--- src/design/pvd_pkg.sv ---
`default_nettype none

package pvd_pkg;

  // result status codes
  typedef enum logic [1:0] {
    ST_OK    = 2'd0,
    ST_TRUNC = 2'd1,
    ST_OVER  = 2'd2
  } pvd_status_e;

  localparam int unsigned ByteW   = 8;
  localparam int unsigned ValueW  = 64;
  localparam int unsigned LenW    = 4;
  localparam logic [LenW-1:0] MaxLen = 4'd9;

  // raw nine-byte payloads at or above this wrap past 2^64-1 once offset
  localparam logic [ValueW-1:0] OverflowLimit = 64'hFEFD_FBF7_EFDF_BF80;

  // one decode result as it leaves the step logic
  typedef struct packed {
    logic                valid;
    logic [ValueW-1:0]   value;
    logic [LenW-1:0]     length;
    pvd_status_e         status;
  } pvd_result_t;

  // leading ones of the first byte plus one, 1 to 9
  function automatic logic [LenW-1:0] prefix_len(input logic [ByteW-1:0] b);
    logic [LenW-1:0] n;
    logic            run;
    n   = 4'd1;
    run = 1'b1;
    for (int i = ByteW - 1; i >= 0; i--) begin
      run = run & b[i];
      if (run) begin
        n = n + 4'd1;
      end
    end
    return n;
  endfunction

  // offset that makes every length cover its own value range
  function automatic logic [ValueW-1:0] len_offset(input logic [LenW-1:0] len);
    logic [ValueW-1:0] off;
    unique case (len)
      4'd2:    off = 64'h0000_0000_0000_0080;
      4'd3:    off = 64'h0000_0000_0000_4080;
      4'd4:    off = 64'h0000_0000_0020_4080;
      4'd5:    off = 64'h0000_0000_1020_4080;
      4'd6:    off = 64'h0000_0008_1020_4080;
      4'd7:    off = 64'h0000_0408_1020_4080;
      4'd8:    off = 64'h0002_0408_1020_4080;
      4'd9:    off = 64'h0102_0408_1020_4080;
      default: off = '0;
    endcase
    return off;
  endfunction

endpackage

`default_nettype wire

--- src/design/pvd_step.sv ---
`default_nettype none

module pvd_step import pvd_pkg::*; (
  input  wire logic              clk_i,
  input  wire logic              rst_ni,
  input  wire logic              en_i,
  input  wire logic [ByteW-1:0]  data_byte_i,
  input  wire logic              end_of_data_i,
  output pvd_result_t            res_o
);

  logic [LenW-1:0]   exp_len_q, exp_len_d;
  logic [LenW-1:0]   seen_q, seen_d;
  logic [ValueW-1:0] acc_q, acc_d;

  logic              first;
  logic [LenW-1:0]   len;
  logic [LenW-1:0]   seen_nxt;
  logic [ValueW-1:0] acc_nxt;
  logic              done;
  logic              trunc;
  logic              over;
  logic [ByteW-1:0]  head_bits;

  // first byte of a code sets the length, later bytes shift in big-endian
  always_comb begin
    first     = (exp_len_q == '0) || (exp_len_q > MaxLen);
    len       = first ? prefix_len(data_byte_i) : exp_len_q;
    head_bits = data_byte_i & (8'hFF >> len);
    seen_nxt  = first ? 4'd1 : seen_q + 4'd1;
    acc_nxt   = first ? {{(ValueW-ByteW){1'b0}}, head_bits}
                      : {acc_q[ValueW-ByteW-1:0], data_byte_i};
    done      = (seen_nxt >= len);
    trunc     = !done && end_of_data_i;
    over      = done && (len == MaxLen) && (acc_nxt >= OverflowLimit);
  end

  // result of this byte
  always_comb begin
    res_o.valid  = done || trunc;
    res_o.value  = '0;
    res_o.length = '0;
    res_o.status = ST_OK;
    if (trunc) begin
      res_o.status = ST_TRUNC;
    end else if (over) begin
      res_o.status = ST_OVER;
    end else begin
      res_o.value  = acc_nxt + len_offset(len);
      res_o.length = len;
    end
  end

  // code state, back to idle on any result
  always_comb begin
    exp_len_d = exp_len_q;
    seen_d    = seen_q;
    acc_d     = acc_q;
    if (en_i) begin
      if (done || trunc) begin
        exp_len_d = '0;
        seen_d    = '0;
        acc_d     = '0;
      end else begin
        exp_len_d = len;
        seen_d    = seen_nxt;
        acc_d     = acc_nxt;
      end
    end
  end

  always_ff @(posedge clk_i or negedge rst_ni) begin
    if (!rst_ni) begin
      exp_len_q <= '0;
      seen_q    <= '0;
      acc_q     <= '0;
    end else begin
      exp_len_q <= exp_len_d;
      seen_q    <= seen_d;
      acc_q     <= acc_d;
    end
  end

endmodule

`default_nettype wire

--- src/design/prefix_varint_decoder.sv ---
`default_nettype none

// Prefix-length varint decoder: takes one byte of an encoded stream per
// request and returns one result per completed code (value, length, ok),
// per code cut short by end_of_data (truncated, zeros) or per nine-byte
// code whose value would pass 2^64-1 (overflow, zeros). Bytes that neither
// complete a code nor end the data give no result. A new byte is taken every
// cycle while the output side keeps up; a byte's result goes from the input
// register through the decode step with its 64-bit offset add into the result
// register. A stall on the output holds the result and, one byte later,
// stalls the input.

module prefix_varint_decoder import pvd_pkg::*; (
  input  wire logic              clk_i,
  input  wire logic              rst_ni,
  input  wire logic              in_valid_i,
  output      logic              in_stall_o,
  input  wire logic [ByteW-1:0]  data_byte_i,
  input  wire logic              end_of_data_i,
  output      logic              out_valid_o,
  input  wire logic              out_stall_i,
  output      logic [ValueW-1:0] decoded_value_o,
  output      logic [LenW-1:0]   code_length_o,
  output      logic [1:0]        status_o
);

  logic              in_valid_q, in_valid_d;
  logic [ByteW-1:0]  byte_q;
  logic              eod_q;
  logic              out_valid_q, out_valid_d;
  logic [ValueW-1:0] value_q;
  logic [LenW-1:0]   len_q;
  pvd_status_e       status_q;

  logic              out_free;
  logic              proceed;
  logic              accept;
  pvd_result_t       res;

  // handshake
  always_comb begin
    out_free    = !out_valid_q || !out_stall_i;
    proceed     = in_valid_q && out_free;
    in_stall_o  = in_valid_q && !out_free;
    accept      = in_valid_i && !in_stall_o;
    in_valid_d  = accept || (in_valid_q && !proceed);
    out_valid_d = out_free ? (proceed && res.valid) : out_valid_q;
  end

  // decode step on the registered byte
  pvd_step u_step (
    .clk_i         (clk_i),
    .rst_ni        (rst_ni),
    .en_i          (proceed),
    .data_byte_i   (byte_q),
    .end_of_data_i (eod_q),
    .res_o         (res)
  );

  // control registers
  always_ff @(posedge clk_i or negedge rst_ni) begin
    if (!rst_ni) begin
      in_valid_q  <= 1'b0;
      out_valid_q <= 1'b0;
    end else begin
      in_valid_q  <= in_valid_d;
      out_valid_q <= out_valid_d;
    end
  end

  // input request register
  always_ff @(posedge clk_i) begin
    if (accept) begin
      byte_q <= data_byte_i;
      eod_q  <= end_of_data_i;
    end
  end

  // result register
  always_ff @(posedge clk_i) begin
    if (proceed && res.valid) begin
      value_q  <= res.value;
      len_q    <= res.length;
      status_q <= res.status;
    end
  end

  assign out_valid_o     = out_valid_q;
  assign decoded_value_o = value_q;
  assign code_length_o   = len_q;
  assign status_o        = status_q;

endmodule

`default_nettype wire

--- config.mk ---
export PLATFORM = sky130hd
export DESIGN_NAME = prefix_varint_decoder
export DESIGN_NICKNAME = d
export VERILOG_FILES = /design/src/design/pvd_pkg.sv /design/src/design/pvd_step.sv /design/src/design/prefix_varint_decoder.sv
export SDC_FILE = /design/constraint.sdc
export NUM_CORES = 1
export LEC_CHECK = 0
export BUFFER_PORTS_ARGS = -buffer_cell sky130_fd_sc_hd__buf_2
export CORE_MARGIN = 2
export CORE_UTILIZATION = 53
export DETAILED_ROUTE_END_ITERATION = 8
export GPL_TIMING_DRIVEN = 0
export PLACE_DENSITY = 0.82
export RECOVER_POWER = 50
export SYNTH_ARGS = -nofsm -noshare
export SYNTH_HDL_FRONTEND = slang
export SYNTH_SLANG_ARGS = --single-unit
--- constraint.sdc ---
create_clock -name clk_i -period 6.25 [get_ports clk_i]
set_input_delay 0.3125 -clock clk_i [delete_from_list [all_inputs] [get_ports clk_i]]
set_output_delay 0.3125 -clock clk_i [all_outputs]
set_load 0.02 [all_outputs]
==> impl_metrics.yaml, run 1 <==
sta:
  setup_viol: 0
  finalSetupTns_ps: 0
  fmax_ghz: 0.170
  worst_pin_slew_ps: 3720
  rsz0062_at_grt: "false"
  whs_ps: 59.5
  hold_viol_final: 0
  worst_slack_ps: 380
  finClkSkew_ps: 5.15
  fin_crit_sh: 0.939
  period_minus_slack_ps: 5870
  report.final.slew_viol_count: 67
  max_slew_margin: -1.48
cells_and_area:
  fillers: 1117
  drive_gt1_frac: 0.0863
  fin_cells: 1003
  finalNetCount: 838
  syn2layout_area_growth_pct: 16.1
  insertedDiodeCount: 0
clocking:
  path_clk_slew_ps: 60
  ctsResizeCount: 0
  h-tree-depth: 4
  postCtsSetupBuffers: 0
  cts_tree: "built"
  clock_sinks: 145
  numCtsBuffers: 17
  cts_buffer_depth: 2
  cts_root_buf: "clkbuf_16"
  ctsHoldBuffers: 0
  clkLatencyLatePin_ps: 420
critical_path:
  r2r_end: "decoded_value_o[56]"
  cp_data_arrival_time_ps: 6120
  cp.required_ps: 6500
  worst_setup_path_start_kind: "register"
  r2r_cells: 21
  startpoint: "byte_q[3]"
  worstSetupEndpoint: "decoded_value_o[56]"
  worstSetupPathType: "register to register"
  crit_fanout: 9
  reg2reg_from: "byte_q[3]"
  critPathCaptureType: "register"
  r2r_slack_ps: 380
drt:
  drtIter0Drc: 779
  via_per_inst: 6.26
  drc: 0
  dr_total_vias: 6283
  wirelength_um: 19300
  first_pass_iters: 5
  antenna_left: 0
  wire_per_inst_um: 19.2
grt:
  grt_use_total: 0.263
  antenna_found_initial: 0
  grt_max_degree: 67
  grt_pass1_vias: 5830
  grt.overflow.total: 0
  grt_pass1_wl_um: 30200
synthesis:
  ys.warnings.count: 0
  synth_area_per_cell_um2: 10.7
  netlist_area_um2: 7510
  ys_types: 68
  ys_seq_area_frac: 0.536
  synth_async_sr_flop_share: 0.455
  synthesis.nets: 733
  synthFlopType: "edfxtp_1"
  synth_edf_count: 79
  yosys_register_bits: 145
  netlist_instances: 705
floorplan:
  die_area_um2: 15100
  core-area_um2: 13900
  initial_core_util: 0.541
  die_h_um: 123
  rows: 43
  pin_count: 85
  die_x_um: 123
pwr:
  seq_power_share: 0.376
  p_int_w: 0.00225
  power_frac_clock: 0.298
  combPwrFrac: 0.326
  power.density_nw_per_um2: 415
  p_sw_w: 0.00138
  vdd_drop_max_mv: 0.212
  switching_share: 0.380
  p_leak_nw: 3.38
worst_hold_path:
  hold_class: "input port to register"
  min_from: "end_of_data_i"
placed_design:
  dpl_worst_slack_ps: 60.0
  place.gp.congestion: 0.961
  dp_hpwl_um: 13100
  placed_cells: 970
  io_buffer_count: 84
outcome:
  violations: "capacitance limit, slew limit"
  status: "finished with violations"
flow_run:
  cap_violations: 1
[worst min path at each step]
stage                                  end  cells after the start  slack, ps
final                                eod_q                      1         60
after global routing                 eod_q                      1         40
after detailed placement  u_step.acc_q[55]                      1        480
after CTS                 u_step.acc_q[52]                      1         40
after floorplan                 in_valid_q                      0         20
after global placement           byte_q[3]                      1        490
[cell families (layout without fill, tap and decap cells)]
family,after synthesis,count (layout),synth area share
mux,2,2,0.00283
xor+xnor,44,44,0.0513
buf+inv,57,175,0.0353
simple gates,282,282,0.190
compound gates,160,160,0.160
fa+ha+maj,15,15,0.0250
flops,145,145,0.536
[cell usage after synthesis (5+ instances only)]
master | number | area share
o21ai_0 | 19 | 0.013
ha_1 | 15 | 0.025
clkbuf_1 | 25 | 0.012
edfxtp_1 | 79 | 0.32
buf_2 | 8 | 0.0053
xor2_1 | 26 | 0.030
a31oi_1 | 6 | 0.0050
nor2_1 | 81 | 0.040
or3_1 | 6 | 0.0050
nor2b_1 | 8 | 0.0067
nor4_1 | 8 | 0.0067
inv_1 | 16 | 0.0080
nand2_1 | 64 | 0.032
buf_6 | 5 | 0.0075
dfrtp_1 | 66 | 0.22
o21ai_1 | 17 | 0.011
nand3_1 | 17 | 0.011
a22o_1 | 50 | 0.058
o2111ai_1 | 5 | 0.0058
nand4_1 | 21 | 0.017
and3_1 | 26 | 0.022
xnor2_1 | 18 | 0.021
nor3_1 | 15 | 0.010
nand2b_1 | 5 | 0.0042
o31ai_1 | 6 | 0.0060
a21oi_1 | 13 | 0.0087
and4_1 | 5 | 0.0058
[final cells by class]
class / count / area, um2 / share of cell area
flip-flops and latches: 145 / 4020 / 0.461
multi-input cells: 503 / 3240 / 0.371
clock buffers: 19 / 433 / 0.0496
plain buffers: 41 / 196 / 0.0225
clock inverters: 13 / 191 / 0.0220
inverters: 16 / 60.1 / 0.00689
repair buffers: 86 / 354 / 0.0406
well taps: 180 / 225 / 0.0258
[critical path: stages (launching register included)]
cell and delay [ps]:
edfxtp_1 410, and2_1 170, o21ai_0 290, inv_1 80, ha_1 290, nor3_1 190
nor2_1 60, ha_1 280, nor4_1 270, o41a_1 150, clkbuf_1 360, inv_1 150
nor2_1 120, o21ai_0 130, ha_1 370, inv_1 80, or4_4 560, or4_4 450
a211oi_4 460, o21ai_1 210, or4_1 420, a21oi_1 200
[sequential cells by signal (all words and copies together), names as in the netlist]
signal / cells
byte_q: 8
decoded_value_o: 64
u_step.acc_q: 56
in_valid_q: 1
out_valid_o: 1
code_length_o: 4
u_step.seen_q: 4
u_step.exp_len_q: 4
eod_q: 1
status_o: 2
[routing by layer]
| metal | global-route usage | share of wire | vias to the layer above |
|---|---|---|---|
| li1 | - | - | 2847 |
| met3 | 0.0803 | 0.094 | 59 |
| met2 | 0.409 | 0.48 | 352 |
| met5 | 0 | 0 | - |
| met1 | 0.349 | 0.40 | 3025 |
| met4 | 0.102 | 0.031 | 0 |
[metrics by stage]
stage	util	instance area [um2]	power [W]
2_1_floorplan	-	7510	0.00214
3_3_place_gp	0.588	8160	0.00255
3_5_place_dp	0.590	8190	0.00257
4_1_cts	0.635	8810	0.00365
5_1_grt	0.628	8720	0.00379
6_report	0.628	8720	0.00362
[layout by cell type, fill, tap and decap left out, types with 21 or more instances in the layout]
cell	instances
nor2_1	80
xor2_1	26
a22o_1	50
clkbuf_1	103
and3_1	26
nand2_1	64
dfrtp_1	66
nand4_1	21
o21ai_0	28
edfxtp_1	79
[power groups by stage]
stage	sequential (W)	clock (W)	combinational [W]
2_1_floorplan	0.00159	0	0.000555
3_3_place_gp	0.00138	0	0.00116
3_5_place_dp	0.00137	0	0.00120
4_1_cts	0.00136	0.00109	0.00121
5_1_grt	0.00138	0.00113	0.00127
6_report	0.00136	0.00108	0.00118
No activity file was read; power rests on OpenSTA's default activity.
==> run 2, diff against run 1 <==
- RECOVER_POWER: 50 -> 100
==> run 2 against run 1 <==
- the flow still finishes with violations (capacitance limit, slew limit)
- clock-buffer cell count unchanged
- register-to-register slack about the same
- via count about the same
- die area unchanged
- fmax down 0.21%
- power down 0.40%
- core utilization down 0.27 points
- first-iteration DRC count up 2.3%
- global-route usage unchanged
- largest power group unchanged
- highest routed layer unchanged
==> impl_metrics.yaml, run 2 (synthesized netlist as in run 1, its figures left out) <==
outcome:
  status: "finished with violations"
  violations: "capacitance limit, slew limit"
grt:
  grt_max_degree: 67
  grt_pass1_vias: 5830
  grt_pass1_wl_um: 30200
  antenna_found_initial: 0
  grt_use_total: 0.263
  grt.overflow.total: 0
floorplan:
  pin_count: 85
  initial_core_util: 0.541
  die_h_um: 123
  rows: 43
  die_x_um: 123
  core-area_um2: 13900
  die_area_um2: 15100
critical_path:
  worstPathCellList: "and2_1 -> o21ai_0 -> inv_1 -> ha_1 -> nor3_1 -> nor2_1 -> ha_1 -> nor4_1 -> o41a_1 -> clkbuf_1 -> inv_1 -> nor2_1 -> o21ai_0 -> ha_1 -> inv_1 -> or4_4 -> or4_4 -> a211oi_4 -> o21ai_1 -> or4_1 -> a21oi_1"
  cp_top_family: "simple AND/OR/NAND/NOR gates"
  worst_setup_path_start_kind: "register"
  crit_fanout: 9
  cp_data_arrival_time_ps: 6140
  cpMaxStageDelayCell: "or4_4"
  cp.buffers_inverters: 4
  reg2reg_from: "byte_q[3]"
  r2r_cells: 21
  slowest_delay_ps: 560
  r2r_end: "decoded_value_o[56]"
  r2r_slack_ps: 370
  worstSetupPathType: "register to register"
  critPathCaptureType: "register"
  cp.required_ps: 6500
pwr:
  p_leak_nw: 3.36
  seq_power_share: 0.378
  switching_share: 0.380
  power.density_nw_per_um2: 415
  p_total_w: 0.00361
  p_sw_w: 0.00137
  p_int_w: 0.00224
  combPwrFrac: 0.323
  vdd_drop_max_mv: 0.212
  power_frac_clock: 0.300
sta:
  fmax_ghz: 0.170
  rsz0062_at_grt: "false"
  fin_crit_sh: 0.941
  max_slew_margin: -1.46
  report.final.slew_viol_count: 100
  period_minus_slack_ps: 5880
  worst_pin_slew_ps: 3700
  hold_viol_final: 0
  whs_ps: 60.6
  setup_viol: 0
  worst_slack_ps: 368
  finClkSkew_ps: 5.79
drt:
  dr_total_vias: 6285
  first_pass_iters: 5
  wire_per_inst_um: 19.3
  drc: 0
  wirelength_um: 19300
  antenna_left: 0
  drtIter0Drc: 797
  via_per_inst: 6.27
cells_and_area:
  finalNetCount: 838
  largest_reg_flops: 64
  layout_common_cells: "107 x clkbuf_1, 80 x nor2_1, 79 x edfxtp_1"
  seqCellArea_um2: 4020
  mostFrequentLayoutCell: "clkbuf_1"
  drive_gt1_frac: 0.0814
  syn2layout_area_growth_pct: 15.6
  insertedDiodeCount: 0
  multi_input_area_um2: 3230
  utilization: 0.625
  fillers: 1125
  final_area_um2: 8680
clocking:
  cts_tree: "built"
  clock_sinks: 145
  h-tree-depth: 4
  path_clk_slew_ps: 60
  ctsHoldBuffers: 0
  cts_root_buf: "clkbuf_16"
  clkLatencyLatePin_ps: 420
  postCtsSetupBuffers: 0
  cts_buffer_depth: 2
  numCtsBuffers: 17
worst_hold_path:
  min_to: "eod_q"
  hold_class: "input port to register"
  min_from: "end_of_data_i"
  hold_path_depth: 1
flow_run:
  cap_violations: 2
placed_design:
  dpl_worst_slack_ps: 60.0
  place.gp.congestion: 0.961
  dp_hpwl_um: 13100
  io_buffer_count: 84
  placed_cell_area_um2: 8190
==> run 2: changes by cell type in the layout (fill, tap and decap cells not counted), sizes merged <==
cell    before  now
buf         25   21
clkbuf     121  125
==> run 2: stage by stage <==
step	setup TNS (ps)	instances
floorplan	0	705
global placement	-26300	969
detailed placement	0	970
CTS	0	1002
global route	0	1003
finish	0	1003
==> run 2: final cells by class <==
class	instances	share of cell area
inverter	16	0.00692
clock inverter	13	0.0220
buffer	41	0.0199
sequential	145	0.463
clock buffer	19	0.0499
multi-input combinational	503	0.372
timing repair buffer	86	0.0398
tap	180	0.0259
==> run 2: power by group through the flow <==
stage / registers [W] / clock network [W] / logic, W
5_1_grt: 0.00138 / 0.00113 / 0.00125
6_report: 0.00136 / 0.00108 / 0.00116
3_5_place_dp: 0.00137 / 0 / 0.00120
3_3_place_gp: 0.00138 / 0 / 0.00116
4_1_cts: 0.00136 / 0.00109 / 0.00121
2_1_floorplan: 0.00159 / 0 / 0.000555
==> run 2: repair_timing <==
item	4_1_cts	5_1_grt
setup endpoints to repair	0	4
gates resized for setup	0	1
hold endpoints to repair	0	0
==> run 2: worst max path at each step <==
stage,start,end,cells after the start
after global routing,byte_q[3],decoded_value_o[56],21
final,byte_q[3],decoded_value_o[56],21
after floorplan,byte_q[3],code_length_o[0],16
after global placement,u_step.exp_len_q[1],decoded_value_o[26],11
after detailed placement,u_step.exp_len_q[1],decoded_value_o[56],15
after CTS,u_step.exp_len_q[1],decoded_value_o[56],15
==> run 2: routing by layer <==
metal | share of wire | vias to the layer above | GRT usage
met5 | 0 | - | 0
met4 | 0.027 | 0 | 0.102
met3 | 0.11 | 54 | 0.0803
met2 | 0.47 | 383 | 0.409
met1 | 0.39 | 3002 | 0.349
li1 | - | 2846 | -
==> run 3, diff against run 2 <==
- CELL_PAD_IN_SITES_DETAIL_PLACEMENT: not set -> 0
- CELL_PAD_IN_SITES_GLOBAL_PLACEMENT: not set -> 2
- CORE_UTILIZATION: 53 -> 35
- PLACE_DENSITY: 0.82 -> 0.83
- SLEW_MARGIN: not set -> 20
==> run 3 against run 2 <==
- non-clock buffer count grew 1
- register-to-register slack gained 190 ps
- die area grew 50%
- the run still ends with capacitance limit, slew limit left
- via count decreased by 5.0%
- clock skew increased by 2.1 ps
- fmax is 3.4% higher
- critical endpoint unchanged
- final cell count increased by 9.6%
- global-route usage decreased by 7.0 points
- worst hold slack lost 8.0 ps
==> impl_metrics.yaml, run 3 (synthesized netlist as in run 1, its figures left out) <==
outcome:
  status: "finished with violations"
  violations: "capacitance limit, slew limit"
pwr:
  p_total_w: 0.00358
  p_leak_nw: 3.34
  vdd_drop_max_mv: 0.239
  power.density_nw_per_um2: 408
critical_path:
  cp_data_arrival_time_ps: 5950
  crit_fanout: 9
  worst_setup_path_start_kind: "register"
  cp.required_ps: 6510
  r2r_slack_ps: 560
  critPathCaptureType: "register"
  worstSetupPathType: "register to register"
sta:
  max_slew_margin: -0.855
  whs_ps: 52.6
  hold_viol_final: 0
  worst_pin_slew_ps: 2780
  fmax_ghz: 0.176
  setup_viol: 0
  report.final.slew_viol_count: 48
  finClkSkew_ps: 7.85
  period_minus_slack_ps: 5690
  fin_crit_sh: 0.911
  finalSetupTns_ps: 0
  rsz0062_at_grt: "false"
clocking:
  clkLatencyLatePin_ps: 430
  postCtsSetupBuffers: 0
  path_clk_slew_ps: 60
  cts_tree: "built"
  h-tree-depth: 4
  cts_root_buf: "clkbuf_16"
  numCtsBuffers: 17
  clock_sinks: 145
  cts_buffer_depth: 2
drt:
  first_pass_iters: 5
  wirelength_um: 21300
  wire_per_inst_um: 19.4
  antenna_left: 0
  drtIter0Drc: 478
  via_per_inst: 5.43
  dr_total_vias: 5970
  drc: 0
grt:
  grt.overflow.total: 0
  grt_pass1_wl_um: 33000
  grt_pass1_vias: 5731
  grt_max_degree: 48
  antenna_found_initial: 0
  grt_use_total: 0.194
cells_and_area:
  finalNetCount: 839
  utilization: 0.418
  syn2layout_area_growth_pct: 16.9
  insertedDiodeCount: 0
  layout_common_cells: "106 x clkbuf_1, 81 x nor2_1, 79 x edfxtp_1"
  mostFrequentLayoutCell: "clkbuf_1"
  drive_gt1_frac: 0.0862
  largest_reg_flops: 64
placed_design:
  place.gp.congestion: 0.827
  dp_hpwl_um: 15200
  io_buffer_count: 84
floorplan:
  die_h_um: 151
  initial_core_util: 0.357
  core-area_um2: 21000
  die_x_um: 151
  die_area_um2: 22700
  pin_count: 85
  rows: 53
flow_run:
  cap_violations: 1
worst_hold_path:
  hold_class: "input port to register"
-- run 3: cell count changes in the layout (fill, tap and decap cells not counted), moves of 2 or more --
cell,previous run,this run
clkinvlp_4,2,5
clkinv_4,0,3
bufinv_16,5,3
clkinv_2,3,1
-- run 3: what timing repair did --
action                     4_1_cts  5_1_grt
hold buffers                     1        0
resized for setup                0        2
setup endpoints to repair        0        7
hold endpoints to repair        19        0
-- run 3: final timing paths --
path                                        to  depth (start not counted)           startpoint
setup reg to reg           decoded_value_o[56]                         14  u_step.exp_len_q[1]
max in group asynchronous     u_step.acc_q[26]                          3               rst_ni
hold reg to reg               u_step.seen_q[2]                          2     u_step.seen_q[2]
setup / recovery           decoded_value_o[56]                         14  u_step.exp_len_q[1]
min in group asynchronous     u_step.acc_q[51]                          2               rst_ni
hold / removal                       byte_q[3]                          1       data_byte_i[3]
-- run 3: area by class of cell --
| type | count | area [um2] |
|---|---|---|
| fill | 2066 | 12200 |
| clock buffer | 18 | 429 |
| buffer | 40 | 169 |
| inverter | 16 | 60.1 |
| clock inverter | 14 | 166 |
| timing repair buffer | 88 | 353 |
| tap | 275 | 344 |
| multi-input combinational | 503 | 3240 |
| sequential | 145 | 4020 |
-- run 3: per-stage QoR --
step	worst slack, ps	area, um2	cells
final	559	8780	1099
after detailed placement	231	8360	1067
after floorplan	927	7510	705
after CTS	201	8970	1100
after global placement	-792	8280	1064
after global routing	115	8780	1099
-- run 3: critical path, stage by stage (launching register included) --
cell      delay (ps)
dfrtp_1          350
buf_2            180
nor4_2           760
nor2_1           400
o41a_2           690
nand3_2          210
o21ai_0          170
ha_1             370
inv_1             70
or4_4            560
or4_4            450
a211oi_4         470
o21ai_1          220
or4_1            420
a21oi_1          190
-- run 3: layer usage --
layer	global-route usage	share of wire	wire (um)	vias up
li1	-	-	-	2853
met1	0.276	0.47	9940	2933
met2	0.307	0.47	10100	162
met3	0.0330	0.046	972	22
met4	0.0495	0.013	267	0
met5	0	0	0	-
-- run 3: where the power goes --
group | internal [W] | switching [W]
registers | 0.00128 | 0.0000849
clock network | 0.000625 | 0.000409
logic | 0.000254 | 0.000930
